## src/rtl/kvt_pkg.sv

```systemverilog
// Shared types, request codes and default sizes for the key/value table.
package kvt_pkg;

  localparam int KIND_W      = 2;
  localparam int KEY_W       = 32;
  localparam int DATA_W      = 32;
  localparam int QUEUE_DEPTH = 2;

  localparam int CAPACITY_DEF    = 16;
  localparam int VALUE_WIDTH_DEF = 32;

  localparam logic [KIND_W-1:0] KIND_INSERT = 2'd0;
  localparam logic [KIND_W-1:0] KIND_LOOKUP = 2'd1;
  localparam logic [KIND_W-1:0] KIND_DELETE = 2'd2;
  localparam logic [KIND_W-1:0] KIND_DUMP   = 2'd3;

  typedef struct packed {
    logic                    is_insert;
    logic                    is_lookup;
    logic                    is_delete;
    logic                    is_dump;
    logic signed [KEY_W-1:0] key;
    logic [DATA_W-1:0]       value;
  } req_t;

  typedef struct packed {
    logic                    strobe;
    logic                    ok;
    logic                    found;
    logic signed [KEY_W-1:0] key;
    logic [DATA_W-1:0]       value;
    logic                    entry_valid;
    logic                    last;
  } res_t;

  typedef struct packed {
    logic full;
    logic empty;
  } q_status_t;

endpackage

```

## src/rtl/kvt_ram.sv

```systemverilog
// Generic single-write, single-read RAM with registered read data.
module kvt_ram #(
  parameter int WIDTH = 32,
  parameter int DEPTH = 16
) (
  input  logic                                      clk,
  input  logic                                      we,
  input  logic [((DEPTH > 1) ? $clog2(DEPTH) : 1)-1:0] waddr,
  input  logic [WIDTH-1:0]                          wdata,
  input  logic [((DEPTH > 1) ? $clog2(DEPTH) : 1)-1:0] raddr,
  output logic [WIDTH-1:0]                          rdata
);

  logic [WIDTH-1:0] mem [DEPTH];

  always_ff @(posedge clk) begin
    if (we) begin
      mem[waddr] <= wdata;
    end
    rdata <= mem[raddr];
  end

endmodule

```

## src/rtl/kvt_front.sv

```systemverilog
// Request front end: takes a command, decodes its kind and hands it to the queue.
module kvt_front (
  input  logic                                clk,
  input  logic                                rst,
  input  logic                                start,
  input  logic [kvt_pkg::KIND_W-1:0]          kind,
  input  logic signed [kvt_pkg::KEY_W-1:0]    key,
  input  logic [kvt_pkg::DATA_W-1:0]          value_in,
  input  logic                                q_full,
  output logic                                busy,
  output logic                                push,
  output kvt_pkg::req_t                       push_req
);

  logic          held;
  kvt_pkg::req_t req;
  kvt_pkg::req_t req_next;
  logic          accept;

  assign push     = held && !q_full;
  assign busy     = held && q_full;
  assign accept   = start && !busy;
  assign push_req = req;

  always_comb begin
    req_next           = '0;
    req_next.key       = key;
    case (kind)
      kvt_pkg::KIND_INSERT: begin
        req_next.is_insert = 1'b1;
        req_next.value     = value_in;
      end
      kvt_pkg::KIND_LOOKUP: req_next.is_lookup = 1'b1;
      kvt_pkg::KIND_DELETE: req_next.is_delete = 1'b1;
      kvt_pkg::KIND_DUMP:   req_next.is_dump   = 1'b1;
      default:              req_next.is_lookup = 1'b1;
    endcase
  end

  always_ff @(posedge clk) begin
    if (rst) begin
      held <= 1'b0;
    end else if (accept) begin
      held <= 1'b1;
      req  <= req_next;
    end else if (push) begin
      held <= 1'b0;
    end
  end

endmodule

```

## src/rtl/kvt_queue.sv

```systemverilog
// Short request queue between the front end and the table engine.
module kvt_queue (
  input  logic                clk,
  input  logic                rst,
  input  logic                push,
  input  kvt_pkg::req_t       push_req,
  input  logic                pop,
  output kvt_pkg::req_t       head,
  output kvt_pkg::q_status_t  status
);

  localparam int PTR_W = (kvt_pkg::QUEUE_DEPTH > 1) ? $clog2(kvt_pkg::QUEUE_DEPTH) : 1;
  localparam int CNT_W = $clog2(kvt_pkg::QUEUE_DEPTH + 1);
  localparam logic [PTR_W-1:0] LAST_PTR = PTR_W'(kvt_pkg::QUEUE_DEPTH - 1);
  localparam logic [CNT_W-1:0] FULL_CNT = CNT_W'(kvt_pkg::QUEUE_DEPTH);

  kvt_pkg::req_t    slots [kvt_pkg::QUEUE_DEPTH];
  logic [PTR_W-1:0] wr_ptr;
  logic [PTR_W-1:0] rd_ptr;
  logic [CNT_W-1:0] fill;
  logic             do_push;
  logic             do_pop;

  assign status.full  = (fill == FULL_CNT);
  assign status.empty = (fill == '0);
  assign head         = slots[rd_ptr];
  assign do_push      = push && !status.full;
  assign do_pop       = pop && !status.empty;

  always_ff @(posedge clk) begin
    if (do_push) begin
      slots[wr_ptr] <= push_req;
    end
  end

  always_ff @(posedge clk) begin
    if (rst) begin
      wr_ptr <= '0;
      rd_ptr <= '0;
      fill   <= '0;
    end else begin
      if (do_push) begin
        wr_ptr <= (wr_ptr == LAST_PTR) ? '0 : wr_ptr + 1'b1;
      end
      if (do_pop) begin
        rd_ptr <= (rd_ptr == LAST_PTR) ? '0 : rd_ptr + 1'b1;
      end
      case ({do_push, do_pop})
        2'b10:   fill <= fill + 1'b1;
        2'b01:   fill <= fill - 1'b1;
        default: fill <= fill;
      endcase
    end
  end

endmodule

```

## src/rtl/kvt_back.sv

```systemverilog
// Table engine: parallel key match for insert/lookup/delete, ordered scan for dump.
module kvt_back #(
  parameter int CAPACITY    = kvt_pkg::CAPACITY_DEF,
  parameter int VALUE_WIDTH = kvt_pkg::VALUE_WIDTH_DEF
) (
  input  logic                clk,
  input  logic                rst,
  input  kvt_pkg::req_t       head,
  input  kvt_pkg::q_status_t  q_status,
  output logic                pop,
  output kvt_pkg::res_t       res
);

  localparam int IDX_W = (CAPACITY > 1) ? $clog2(CAPACITY) : 1;
  localparam int CNT_W = $clog2(CAPACITY + 1);
  localparam logic [IDX_W-1:0] LAST_IDX = IDX_W'(CAPACITY - 1);
  localparam logic [CNT_W-1:0] ONE_CNT  = CNT_W'(1);

  localparam logic [2:0] S_IDLE  = 3'd0;
  localparam logic [2:0] S_MATCH = 3'd1;
  localparam logic [2:0] S_READ  = 3'd2;
  localparam logic [2:0] S_RESP  = 3'd3;
  localparam logic [2:0] S_DINIT = 3'd4;
  localparam logic [2:0] S_SCAN  = 3'd5;
  localparam logic [2:0] S_DRAIN = 3'd6;
  localparam logic [2:0] S_EMIT  = 3'd7;

  logic [2:0]                       state;
  kvt_pkg::req_t                    req;
  logic [CAPACITY-1:0]              used;
  logic signed [kvt_pkg::KEY_W-1:0] cell_key [CAPACITY];
  logic [CNT_W-1:0]                 count;

  logic             hit;
  logic [IDX_W-1:0] hit_idx;
  logic             has_free;
  logic [IDX_W-1:0] free_idx;

  logic [IDX_W-1:0]                 scan_idx;
  logic                             pend;
  logic [IDX_W-1:0]                 pend_idx;
  logic                             best_found;
  logic signed [kvt_pkg::KEY_W-1:0] best_key;
  logic [VALUE_WIDTH-1:0]           best_value;
  logic                             have_prev;
  logic signed [kvt_pkg::KEY_W-1:0] prev_key;
  logic [CNT_W-1:0]                 remaining;

  logic [CAPACITY-1:0] match;
  logic                hit_c;
  logic [IDX_W-1:0]    hit_idx_c;
  logic                free_c;
  logic [IDX_W-1:0]    free_idx_c;

  logic                             vram_we;
  logic [IDX_W-1:0]                 vram_waddr;
  logic [IDX_W-1:0]                 vram_raddr;
  logic [VALUE_WIDTH-1:0]           vram_rdata;
  logic                             kram_we;
  logic [kvt_pkg::KEY_W-1:0]        kram_rdata;
  logic signed [kvt_pkg::KEY_W-1:0] scan_key;
  logic                             cand;

  // Keys are unique, so at most one match bit is set and an OR encoder suffices.
  always_comb begin
    hit_c     = 1'b0;
    hit_idx_c = '0;
    for (int i = 0; i < CAPACITY; i++) begin
      match[i] = used[i] && (cell_key[i] == req.key);
      if (match[i]) begin
        hit_c     = 1'b1;
        hit_idx_c = hit_idx_c | IDX_W'(i);
      end
    end
  end

  // Walk downward so the lowest free slot wins.
  always_comb begin
    free_c     = 1'b0;
    free_idx_c = '0;
    for (int i = CAPACITY - 1; i >= 0; i--) begin
      if (!used[i]) begin
        free_c     = 1'b1;
        free_idx_c = IDX_W'(i);
      end
    end
  end

  assign pop        = (state == S_IDLE) && !q_status.empty;
  assign vram_we    = (state == S_RESP) && req.is_insert && (hit || has_free);
  assign vram_waddr = hit ? hit_idx : free_idx;
  assign vram_raddr = (state == S_SCAN) ? scan_idx : hit_idx;
  assign kram_we    = (state == S_RESP) && req.is_insert && !hit && has_free;
  assign scan_key   = $signed(kram_rdata);

  // Keep the smallest key above the one emitted last.
  assign cand = pend && used[pend_idx] &&
                (!have_prev || (scan_key > prev_key)) &&
                (!best_found || (scan_key < best_key));

  kvt_ram #(
    .WIDTH (VALUE_WIDTH),
    .DEPTH (CAPACITY)
  ) u_value_ram (
    .clk   (clk),
    .we    (vram_we),
    .waddr (vram_waddr),
    .wdata (VALUE_WIDTH'(req.value)),
    .raddr (vram_raddr),
    .rdata (vram_rdata)
  );

  kvt_ram #(
    .WIDTH (kvt_pkg::KEY_W),
    .DEPTH (CAPACITY)
  ) u_key_ram (
    .clk   (clk),
    .we    (kram_we),
    .waddr (free_idx),
    .wdata (req.key),
    .raddr (scan_idx),
    .rdata (kram_rdata)
  );

  always_ff @(posedge clk) begin
    if (kram_we) begin
      cell_key[free_idx] <= req.key;
    end
  end

  always_ff @(posedge clk) begin
    if (rst) begin
      state      <= S_IDLE;
      used       <= '0;
      count      <= '0;
      pend       <= 1'b0;
      res.strobe <= 1'b0;
    end else begin
      res.strobe <= 1'b0;
      pend       <= (state == S_SCAN);
      pend_idx   <= scan_idx;
      if (cand) begin
        best_found <= 1'b1;
        best_key   <= scan_key;
        best_value <= vram_rdata;
      end
      case (state)
        S_IDLE: begin
          if (!q_status.empty) begin
            req   <= head;
            state <= head.is_dump ? S_DINIT : S_MATCH;
          end
        end
        S_MATCH: begin
          hit      <= hit_c;
          hit_idx  <= hit_idx_c;
          has_free <= free_c;
          free_idx <= free_idx_c;
          state    <= S_READ;
        end
        S_READ: begin
          state <= S_RESP;
        end
        S_RESP: begin
          res.strobe      <= 1'b1;
          res.ok          <= 1'b1;
          res.found       <= hit;
          res.key         <= req.key;
          res.value       <= hit ? kvt_pkg::DATA_W'(vram_rdata) : '0;
          res.entry_valid <= 1'b1;
          res.last        <= 1'b1;
          if (req.is_insert && !hit) begin
            if (has_free) begin
              used[free_idx] <= 1'b1;
              count          <= count + 1'b1;
            end else begin
              res.ok <= 1'b0;
            end
          end
          if (req.is_delete && hit) begin
            used[hit_idx] <= 1'b0;
            count         <= count - 1'b1;
          end
          state <= S_IDLE;
        end
        S_DINIT: begin
          if (count == '0) begin
            res.strobe      <= 1'b1;
            res.ok          <= 1'b1;
            res.found       <= 1'b0;
            res.key         <= req.key;
            res.value       <= '0;
            res.entry_valid <= 1'b0;
            res.last        <= 1'b1;
            state           <= S_IDLE;
          end else begin
            remaining  <= count;
            have_prev  <= 1'b0;
            best_found <= 1'b0;
            scan_idx   <= '0;
            state      <= S_SCAN;
          end
        end
        S_SCAN: begin
          if (scan_idx == LAST_IDX) begin
            state <= S_DRAIN;
          end else begin
            scan_idx <= scan_idx + 1'b1;
          end
        end
        S_DRAIN: begin
          // consume the read of the final slot
          state <= S_EMIT;
        end
        S_EMIT: begin
          res.strobe      <= 1'b1;
          res.ok          <= 1'b1;
          res.found       <= 1'b1;
          res.key         <= best_key;
          res.value       <= kvt_pkg::DATA_W'(best_value);
          res.entry_valid <= 1'b1;
          res.last        <= (remaining == ONE_CNT);
          prev_key        <= best_key;
          have_prev       <= 1'b1;
          best_found      <= 1'b0;
          remaining       <= remaining - 1'b1;
          scan_idx        <= '0;
          state           <= (remaining == ONE_CNT) ? S_IDLE : S_SCAN;
        end
        default: begin
          state <= S_IDLE;
        end
      endcase
    end
  end

endmodule

```

## src/rtl/key_value_table_core.sv

```systemverilog
// Top level of the key/value table: front end, request queue and table engine.
//
//   channel   direction  transfer when        fields
//   request   in         start && !busy      kind, key, value_in
//   result    out        strobe (one cycle)  ok, found, key_out, value_out, entry_valid, last
//
// Insert, lookup and delete pass the engine states queue pop, key match, value
// RAM read and response, after the front end has registered the request.
// A dump makes each result from one full pass over the key RAM, one slot a cycle.
// rst is synchronous; it clears the used marks, entry count, queue and state registers.
// Results cannot be held off; busy rises only while the queue is full and the
// front end holds a request.
module key_value_table_core #(
  parameter int CAPACITY    = kvt_pkg::CAPACITY_DEF,
  parameter int VALUE_WIDTH = kvt_pkg::VALUE_WIDTH_DEF
) (
  input  logic                             clk,
  input  logic                             rst,
  input  logic                             start,
  output logic                             busy,
  input  logic [kvt_pkg::KIND_W-1:0]       kind,
  input  logic signed [kvt_pkg::KEY_W-1:0] key,
  input  logic [kvt_pkg::DATA_W-1:0]       value_in,
  output logic                             strobe,
  output logic                             ok,
  output logic                             found,
  output logic signed [kvt_pkg::KEY_W-1:0] key_out,
  output logic [kvt_pkg::DATA_W-1:0]       value_out,
  output logic                             entry_valid,
  output logic                             last
);

  logic               push;
  kvt_pkg::req_t      push_req;
  logic               pop;
  kvt_pkg::req_t      head;
  kvt_pkg::q_status_t q_status;
  kvt_pkg::res_t      res;

  kvt_front u_front (
    .clk      (clk),
    .rst      (rst),
    .start    (start),
    .kind     (kind),
    .key      (key),
    .value_in (value_in),
    .q_full   (q_status.full),
    .busy     (busy),
    .push     (push),
    .push_req (push_req)
  );

  kvt_queue u_queue (
    .clk      (clk),
    .rst      (rst),
    .push     (push),
    .push_req (push_req),
    .pop      (pop),
    .head     (head),
    .status   (q_status)
  );

  kvt_back #(
    .CAPACITY    (CAPACITY),
    .VALUE_WIDTH (VALUE_WIDTH)
  ) u_back (
    .clk      (clk),
    .rst      (rst),
    .head     (head),
    .q_status (q_status),
    .pop      (pop),
    .res      (res)
  );

  assign strobe      = res.strobe;
  assign ok          = res.ok;
  assign found       = res.found;
  assign key_out     = res.key;
  assign value_out   = res.value;
  assign entry_valid = res.entry_valid;
  assign last        = res.last;

  a_reset_quiet: assert property (@(posedge clk) rst |=> !strobe)
    else $error("result strobe right after reset");

  a_busy_queue: assert property (@(posedge clk) disable iff (rst)
    busy |-> q_status.full)
    else $error("busy while the request queue has room");

  a_empty_dump: assert property (@(posedge clk) disable iff (rst)
    (strobe && !entry_valid) |-> (last && ok && !found))
    else $error("empty dump result is malformed");

  a_full_insert: assert property (@(posedge clk) disable iff (rst)
    (strobe && !ok) |-> (last && !found && entry_valid))
    else $error("failed insert result is malformed");

  a_dump_spacing: assert property (@(posedge clk) disable iff (rst)
    (strobe && !last) |=> !strobe)
    else $error("dump results back to back");

endmodule

```

## config.mk

```make
export PLATFORM = sky130hd
export DESIGN_NAME = key_value_table_core
export DESIGN_NICKNAME = d
export VERILOG_FILES = /design/src/rtl/kvt_pkg.sv /design/src/rtl/kvt_ram.sv /design/src/rtl/kvt_front.sv /design/src/rtl/kvt_queue.sv /design/src/rtl/kvt_back.sv /design/src/rtl/key_value_table_core.sv
export SDC_FILE = /design/constraint.sdc
export NUM_CORES = 2
export LEC_CHECK = 0
export BUFFER_PORTS_ARGS = -buffer_cell sky130_fd_sc_hd__buf_4
export CORE_MARGIN = 5
export CORE_UTILIZATION = 50
export DETAILED_ROUTE_END_ITERATION = 10
export PLACE_DENSITY = 0.73
export SETUP_SLACK_MARGIN = 0.3
export SLEW_MARGIN = 10
export SYNTH_ARGS = -nofsm -noshare
export SYNTH_HDL_FRONTEND = slang
export SYNTH_SLANG_ARGS = --single-unit
```

## constraint.sdc

```tcl
create_clock -name clk -period 7.4 [get_ports clk]
set_input_delay 0.37 -clock clk [delete_from_list [all_inputs] [get_ports clk]]
set_output_delay 0.37 -clock clk [all_outputs]
set_load 0.005 [all_outputs]
```

==> results.yml <==
clock_tree:
  h-tree-depth: 4
  cts_max_path_buffers: 3
  clk_pin_slew_worst_paths_ns: 0.06
  cts_tree: "built"
  cts_root_buffer: "clkbuf_16"
  clock-sinks: 1576
  cts-buffers-inserted: 157
  clock_latency_ns: 0.79
pwr:
  p_leak_nw: 24.4
  ir_drop_uv: 180
  pwr-share-comb: 0.124
  p_int_mw: 15.8
  sw_frac_of_total: 0.252
  p_switching_mw: 5.33
  seq_power_share: 0.507
  pwr-share-clk: 0.369
  power_density_mw_per_mm2: 283
run_status:
  outcome: "completed"
die:
  die_area_mm2: 0.140
  std_cell_rows: 133
  initial_core_util: 0.503
  die_height_um: 374
  die_x_um: 374
  io_pins: 139
  coreArea_mm2: 0.131
critical_path:
  cp_cell_sequence: "nand3b_4 > mux2i_4 > buf_12 > a211oi_1 > a311oi_1 > a21oi_1 > a21oi_1"
  cp-end-kind: "flip-flop"
  critical-path-max-stage-delay_ns: 0.93
  cp_slowest_cell: "mux2i_4"
  crit_required_ns: 8.08
  crit_fanout: 223
  worstPathArrival_ns: 4.43
  start_kind: "flip-flop"
  cp_common_cell: "a21oi_1"
  critical_path_class: "reg -> reg"
synthesis:
  yosysWarnings: 0
  syn_nets: 4242
  ys_ff_latch: 1576
  synth_edf_count: 1480
  synth_top_area_frac: 0.672
  async_flop_share: 0
  synthTopCellsByCount: "1480 x edfxtp_1, 337 x xnor2_1, 297 x nand2_1"
  seq_area_frac_synth: 0.701
  synth.cell_area_mm2: 0.0661
  yosys_most_used_dff: "edfxtp_1"
  synth.area.top_cells: "edfxtp_1 67%, mux4_2 5.5%, xnor2_1 4.5%"
  synth_most_common_cell: "edfxtp_1"
  post-synth-top-area-cell: "edfxtp_1"
  avgSynthCellArea_um2: 16.1
  yosys.cell_types.count: 58
  synthCells: 4102
route:
  drt-initial-drc-count: 4895
  wire_per_inst_um: 27.4
  ant_nets: 0
  avgViaCountPerCell: 6.04
  drt-total-wl_mm: 170
  drc: 0
  dr.pass1.iters: 6
  vias: 37500
timing:
  slew_viol_final: 0
  setup_viol_count_final: 0
  fmax_mhz: 267
  skew_ns: 0.0380
  fin_tns_setup_ns: 0
  min_period_ns: 3.75
  worstMarginPinSlew_ns: 1.22
  report.final.hold_viol_count: 0
  maxSlewHeadroom: 0.189
  rsz0062_at_grt: "false"
  finalCritPeriodShare: 0.507
placement:
  placedCellCount: 5848
  finalWeightedCongestion: 0.974
  port_buffers: 138
  dp_hpwl_mm: 108
grt:
  antenna_found_initial: 6
  grt_pass1_wl_mm: 247
  first_global_vias: 36200
  grt_max_degree: 224
  grt-ovfl-total: 0
  track_usage: 0.238
layout:
  finalCoreUtilization: 0.568
  area_growth_pct: 13.0
  drive_gt1_frac: 0.164
  multi_input_area_mm2: 0.0183
  fin_cells: 6207
  fillers: 10000
  nets: 4460
  regArea_mm2: 0.0464
job:
  cap_violations: 0
worst_hold_path:
  hp-class: "in -> reg"
## cell families (layout without fill, tap and decap cells)
group	count (synthesis)	count (layout)	synth area share
compound gates	545	545	0.0584
xor+xnor	527	527	0.0698
fa+ha+maj	71	71	0.0136
buf+inv	325	673	0.0253
flops	1576	1576	0.701
mux	240	240	0.0695
other cells	0	2	0
simple gates	818	818	0.0619
## power by group through the flow
stage          registers [mW]  logic (mW)  clock network [mW]
6_report                 10.7        2.62                7.80
2_1_floorplan            10.8        1.73                   0
3_3_place_gp             10.9        2.53                   0
4_1_cts                  10.7        2.62                7.93
3_5_place_dp             10.9        2.58                   0
5_1_grt                  10.7        2.80                8.30
## per-layer routing
metal	global-route usage	routed length, um
met4	0.0920	6800
met5	0	13
met3	0.0668	20400
met1	0.348	68900
met2	0.342	73700
## repair_timing
action / in CTS / in global routing
hold buffers: 68 / 0
resized for setup: 0 / 0
setup buffers: 0 / 0
hold endpoints to repair: 67 / 0
## layout make-up
type	instances	share of cell area
antenna	2	0.0000670
timing repair buffer	298	0.0327
clock buffer	210	0.0591
tap	1755	0.0294
inverter	86	0.00432
sequential	1576	0.621
multi-input combinational	2201	0.245
clock inverter	79	0.00833
## sequential cells by signal (all words and copies together), names as in the netlist, 32 cells and up, named ones only
signal / count
u_back.u_value_ram.rdata: 32
u_back.u_value_ram.mem: 512
u_back.best_value: 32
u_front.push_req: 67
u_queue.slots: 134
u_back.u_key_ram.mem: 512
u_back.prev_key: 32
u_back.best_key: 32
u_back.req: 66
u_back.res: 69
u_back.u_key_ram.rdata: 32
## placed cells by master (no fill, tap or decap), types with 73 or more instances in the layout
cell / synthesis / routed
nand4_1: 103 / 103
inv_1: 86 / 86
dfxtp_1: 96 / 95
buf_4: 55 / 227
a31oi_1: 73 / 73
xnor2_1: 337 / 337
a211oi_1: 176 / 175
xor2_1: 190 / 190
edfxtp_1: 1480 / 1480
mux4_2: 161 / 161
nand2_1: 297 / 297
clkbuf_16: 0 / 164
a21oi_1: 106 / 105
and2_1: 91 / 90
## per-stage QoR
step	power, mW	cell area, um^2	hold slack (ns)	setup WS [ns]
after floorplan	12.5	66100	0.409	0.415
after global placement	13.4	69000	0.419	3.75
after detailed placement	13.4	69000	0.420	3.68
after CTS	21.2	74700	0.00323	3.68
after global routing	21.8	74700	0.0377	3.49
final	21.1	74700	0.0569	3.65
## path summary, 6_finish.rpt
kind	start	to	slack, ns	cells past startpoint
setup reg to reg	u_back.state[1]	u_back.u_value_ram.rdata[26]	3.65	7
hold reg to reg	u_front.push_req[59]	u_queue.slots[1][59]	0.42	0
hold / removal	rst	u_back.count[2]	0.06	2
setup / recovery	u_back.state[1]	u_back.u_value_ram.rdata[26]	3.65	7
## critical path, delay by kind of cell, from the launching register on
kind                   cells  cell delay (ns)
muxes                      1             0.93
AOI/OAI and AO/OA          4             0.78
buffers and inverters      1             0.63
DFF                        1             0.57
and+or+nand+nor            1             0.38
(Power assumes the default switching activity.)
